===== src/rtl/core/lsp_pkg.sv =====
// ----------------------------------------------------------------------------
// lsp_pkg
// Shared types and fixed field widths of the looping sample player.
// ----------------------------------------------------------------------------
package lsp_pkg;

  // Fixed formats of the stream fields
  localparam int SAMPLE_BITS = 16;              // stored sample width
  localparam int FRAC_BITS   = 16;              // fraction bits of the position
  localparam int INT_W       = 32;              // integer part of the position
  localparam int POS_W       = INT_W + FRAC_BITS;
  localparam int LEN_W       = 17;              // range and loop lengths
  localparam int OFF_W       = 16;              // loop offset
  localparam int STEP_W      = 23;
  localparam int PITCH_W     = 16;
  localparam int GAIN_W      = 16;
  localparam int PITCH_SHIFT = 14;              // Q2.14 pitch factor
  localparam int GAIN_SHIFT  = 15;              // Q1.15 gain
  localparam int FUNC_W      = 2;
  localparam int CFG_IDX_W   = 3;

  typedef enum logic [FUNC_W-1:0] {
    FUNC_WRITE = 2'd0,
    FUNC_START = 2'd1,
    FUNC_TICK  = 2'd2
  } func_e;

  typedef enum logic [CFG_IDX_W-1:0] {
    CFG_LOOP_EN   = 3'd0,
    CFG_REVERSED  = 3'd1,
    CFG_RANGE_LEN = 3'd2,
    CFG_LOOP_OFF  = 3'd3,
    CFG_LOOP_LEN  = 3'd4
  } cfg_idx_e;

  typedef enum logic [4:0] {
    ST_IDLE,
    ST_WRITE,
    ST_START,
    ST_TICK,
    ST_CHECK,
    ST_MOD,
    ST_IDX,
    ST_RD0,
    ST_RD1,
    ST_RD2,
    ST_IL,
    ST_IR,
    ST_GL,
    ST_GR,
    ST_RCAP,
    ST_STEPM,
    ST_POS,
    ST_FINISH
  } state_e;

endpackage


===== src/rtl/core/lsp_mod_unit.sv =====
// ----------------------------------------------------------------------------
// lsp_mod_unit
// Serial remainder unit: one restoring step per cycle over the dividend bits.
// ----------------------------------------------------------------------------
module lsp_mod_unit
  import lsp_pkg::*;
(
  input  logic             clk_i,
  input  logic             rst_ni,
  input  logic             start_i,
  input  logic [INT_W-1:0] dividend_i,
  input  logic [LEN_W-1:0] divisor_i,
  output logic             done_o,
  output logic [LEN_W-1:0] rem_o
);

  localparam int CNT_W = $clog2(INT_W + 1);

  logic             busy_q;
  logic             done_q;
  logic [CNT_W-1:0] cnt_q;
  logic [INT_W-1:0] dvd_q;
  logic [LEN_W-1:0] div_q;
  logic [LEN_W-1:0] rem_q;

  logic [LEN_W:0] trial;
  logic [LEN_W:0] trial_sub;

  // Shift in the next dividend bit, subtract when it fits
  always_comb begin
    trial     = {rem_q, dvd_q[INT_W-1]};
    trial_sub = trial - {1'b0, div_q};
    if (trial >= {1'b0, div_q}) begin
      trial = trial_sub;
    end
  end

  always_ff @(posedge clk_i or negedge rst_ni) begin
    if (!rst_ni) begin
      busy_q <= 1'b0;
      done_q <= 1'b0;
      cnt_q  <= '0;
    end else if (start_i) begin
      busy_q <= 1'b1;
      done_q <= 1'b0;
      cnt_q  <= CNT_W'(INT_W);
    end else if (busy_q) begin
      cnt_q <= cnt_q - 1'b1;
      if (cnt_q == CNT_W'(1)) begin
        busy_q <= 1'b0;
        done_q <= 1'b1;
      end
    end else begin
      done_q <= 1'b0;
    end
  end

  always_ff @(posedge clk_i) begin
    if (start_i) begin
      dvd_q <= dividend_i;
      div_q <= divisor_i;
      rem_q <= '0;
    end else if (busy_q) begin
      dvd_q <= {dvd_q[INT_W-2:0], 1'b0};
      rem_q <= trial[LEN_W-1:0];
    end
  end

  assign done_o = done_q;
  assign rem_o  = rem_q;

endmodule


===== config.mk =====
export PLATFORM = sky130hd
export DESIGN_NAME = lsp_mod_unit
export DESIGN_NICKNAME = d
export VERILOG_FILES = /design/src/rtl/core/lsp_pkg.sv /design/src/rtl/core/lsp_mod_unit.sv
export SDC_FILE = /design/constraint.sdc
export NUM_CORES = 1
export LEC_CHECK = 0
export BUFFER_PORTS_ARGS = -buffer_cell sky130_fd_sc_hd__buf_2
export CORE_UTILIZATION = 46
export DETAILED_ROUTE_END_ITERATION = 6
export MAX_ROUTING_LAYER = met4
export PLACE_DENSITY = 0.68
export SLEW_MARGIN = 15
export SYNTH_ARGS = -nofsm -noshare
export SYNTH_HDL_FRONTEND = slang
export SYNTH_SLANG_ARGS = --single-unit

===== constraint.sdc =====
create_clock -name clk_i -period 7.32 [get_ports clk_i]
set_input_delay 1.464 -clock clk_i [delete_from_list [all_inputs] [get_ports clk_i]]
set_output_delay 1.464 -clock clk_i [all_outputs]
set_load 0.03 [all_outputs]

==> impl_metrics.ini <==
[run_status]
status = complete, no violations

[logic_synthesis]
ys.warnings.count = 0
synthTopCellsByCount = edfxtp_1, mux2_2, nand2_1
synth_edf_count = 49
syn_inst = 354
synthArstFlopShare = 0.108
synth_top_area_frac = 0.374
syn_nets = 426
synthTopCellsByArea = edfxtp_1, mux2_2, dfxtp_1
yosys.area.top_type = edfxtp_1
synth_seq_cells = 74
ys_types = 50
syn-cell-area_um2 = 3940
synth.avg_cell_area_um2 = 11.1
synth-main-ff-cell = edfxtp_1
synth_seq_area_share = 0.511
yosys.cell_count.top_type = edfxtp_1

[setup_path]
reg2regPathDepth = 10
path_max_fanout = 68
r2r_slack_ns = 4.54
end_kind = register
worstReg2RegStart = dvd_q[31]
slowest_stage = clkinv_1
worstPathRequired_ns = 7.06
startpoint_type = input port
path_buf_inv = 3
arrival_ns = 3.67
crit_path_cell_trace = buf_2 > buf_4 > nor2_1 > clkinv_1
crit_family = buffers and inverters
r2r_end = rem_o[10]
critical_path_class = in2reg
cp_slowest_stage_delay_ns = 1.09

[floorplan]
ios = 70
core_area_um2 = 8260
die_x_um = 94.5
dieArea_um2 = 8930
rows = 33
initial_core_util = 0.477
die_h_um = 94.5

[power_and_ir_drop]
power_frac_seq = 0.471
internal-power_w = 0.000788
ir_drop_v = 0.000151
p_sw_frac = 0.324
p_leak_nw = 1.93
power_frac_clock = 0.260
powerDensity_nw_per_um2 = 258
p_total_w = 0.00117
power_frac_comb = 0.269
switching_power_w = 0.000378

[detailed_routing]
viasPerCell = 5.41
drt_first_pass_iters = 4
remaining_drc_errors = 0
final_antenna_net_count = 0
route.detailed.wl_per_inst_um = 15.2
routed-via-count = 2869
totalWireLength_um = 8070
drt_iter0_drc = 170

[timing]
skew_ns = 0.0100
fin_crit_sh = 0.536
fin_ws_ns = 3.40
finalSetupViolations = 0
tns_ns = 0
tightest_slew_ns = 1.12
finalHoldViolCount = 0
max_freq_ghz = 0.255
rsz0062_at_grt = no
period_needed_ns = 3.92
slew_viol_final = 0
slew_headroom = 0.250

[clock_tree]
cts_buffer_depth = 2
cts_resized = 0
cts_buffers = 9
clkSinkCount = 74
clkTransAtPathRegs_ns = 0.07
cts_setup_buffers = 0
clock_latency_ns = 0.34
cts_tree = built
holdBufCountCts = 0
clock-root-buffer = clkbuf_8
cts_htree_levels = 3

[finish]
nFillCells = 732
drive_gt1_frac = 0.282
register_area_um2 = 2010
fin_cells = 530
fin_nets = 492
area_growth_syn_to_layout_pct = 14.8
antenna_cells = 0
final_area_um2 = 4520
multi_input_area_um2 = 1750

[placement]
place_congestion = 0.897
placed_cell_area_um2 = 4340
pre_cts_ws_ns = 3.35
port_buffers = 69
placed_cells = 514
dp.final_hpwl_um = 5690

[global_route]
grt_use_total = 0.204
grt_max_degree = 69
grt_pass1_vias = 2790
grt_antenna_before_repair = 0
grt_overflow = 0
grt_pass1_wl_um = 13400

[hold_path]
worstHoldStart = rem_o[16]
whs_path_depth = 2
min_path_type = reg2reg
hold_end = rem_o[16]

[job]
max_cap_viol_count = 0
-- worst max path at each step --
stage	startpoint	end	slack, ns	depth (start not counted)
6_report	start_i	dvd_q[26]	3.40	4
5_1_grt	start_i	dvd_q[2]	3.17	4
4_1_cts	start_i	dvd_q[26]	3.72	4
3_5_place_dp	start_i	dvd_q[9]	3.35	4
3_3_place_gp	start_i	dvd_q[4]	3.39	4
2_1_floorplan	start_i	dvd_q[0]	4.11	4
-- through the flow --
stage                     hold WS (ns)  utilization
final                            0.519        0.547
after CTS                        0.524        0.547
after detailed placement         0.505        0.525
after global routing             0.552        0.547
after floorplan                  0.511            -
after global placement           0.504        0.525
-- power by group through the flow --
stage | sequential (W) | combinational [W] | clock (W)
floorplan | 0.000572 | 0.000221 | 0
global placement | 0.000556 | 0.000306 | 0
detailed placement | 0.000558 | 0.000312 | 0
CTS | 0.000550 | 0.000313 | 0.000307
global route | 0.000557 | 0.000350 | 0.000327
finish | 0.000549 | 0.000313 | 0.000303
-- sequential cells by signal (all words and copies together), names as in the netlist --
signal / flops
div_q: 17
rem_o: 17
done_o: 1
busy_q: 1
dvd_q: 32
cnt_q: 6
-- tightest hold or removal path, cell delays in order, from the launching register on --
cell     delay, ns
dfxtp_1       0.36
a32oi_1       0.06
o21ai_0       0.06
-- cell type report --
type | instances | share of cell area
flip-flops and latches | 74 | 0.445
clock buffers | 13 | 0.0354
repair buffers | 71 | 0.0797
multi-input cells | 241 | 0.386
clock inverters | 3 | 0.00526
inverters | 23 | 0.0191
well taps | 105 | 0.0291
-- logic make-up (layout without fill, tap and decap cells) --
family | count (synthesis) | count (layout) | synth area share
buffers and inverters | 39 | 110 | 0.0451
XOR/XNOR | 15 | 15 | 0.0334
flip-flops | 74 | 74 | 0.511
AND/OR/NAND/NOR | 92 | 92 | 0.112
multiplexers | 31 | 31 | 0.0887
adder cells (fa/ha/maj) | 20 | 20 | 0.0655
AO/OA/AOI/OAI | 83 | 83 | 0.144
-- layer usage --
metal | vias up | share of wire | GRT usage
li1 | 1442 | - | -
met1 | 1317 | 0.46 | 0.272
met2 | 99 | 0.45 | 0.298
met3 | 11 | 0.077 | 0.0548
met4 | 0 | 0.017 | 0.0732
met5 | - | 0 | -
-- cell usage in the layout (no fill, tap or decap), types with 3 or more instances in the layout --
| master | count |
|---|---|
| edfxtp_1 | 49 |
| and3_1 | 5 |
| xnor2_1 | 9 |
| buf_2 | 69 |
| dfrtp_1 | 8 |
| nand2b_1 | 5 |
| a21o_1 | 5 |
| ha_1 | 19 |
| o21bai_1 | 4 |
| clkbuf_8 | 9 |
| o21ai_0 | 17 |
| dfxtp_1 | 17 |
| a21oi_1 | 19 |
| xor2_1 | 6 |
| nand4_1 | 4 |
| a211oi_1 | 6 |
| nand2_1 | 28 |
| clkbuf_1 | 3 |
| o31ai_1 | 3 |
| nand3_1 | 6 |
| nor3_1 | 5 |
| inv_1 | 22 |
| a32oi_1 | 7 |
| a311oi_1 | 8 |
| nor2_1 | 27 |
| mux2_2 | 31 |
Power figures use the tool's default switching activity.
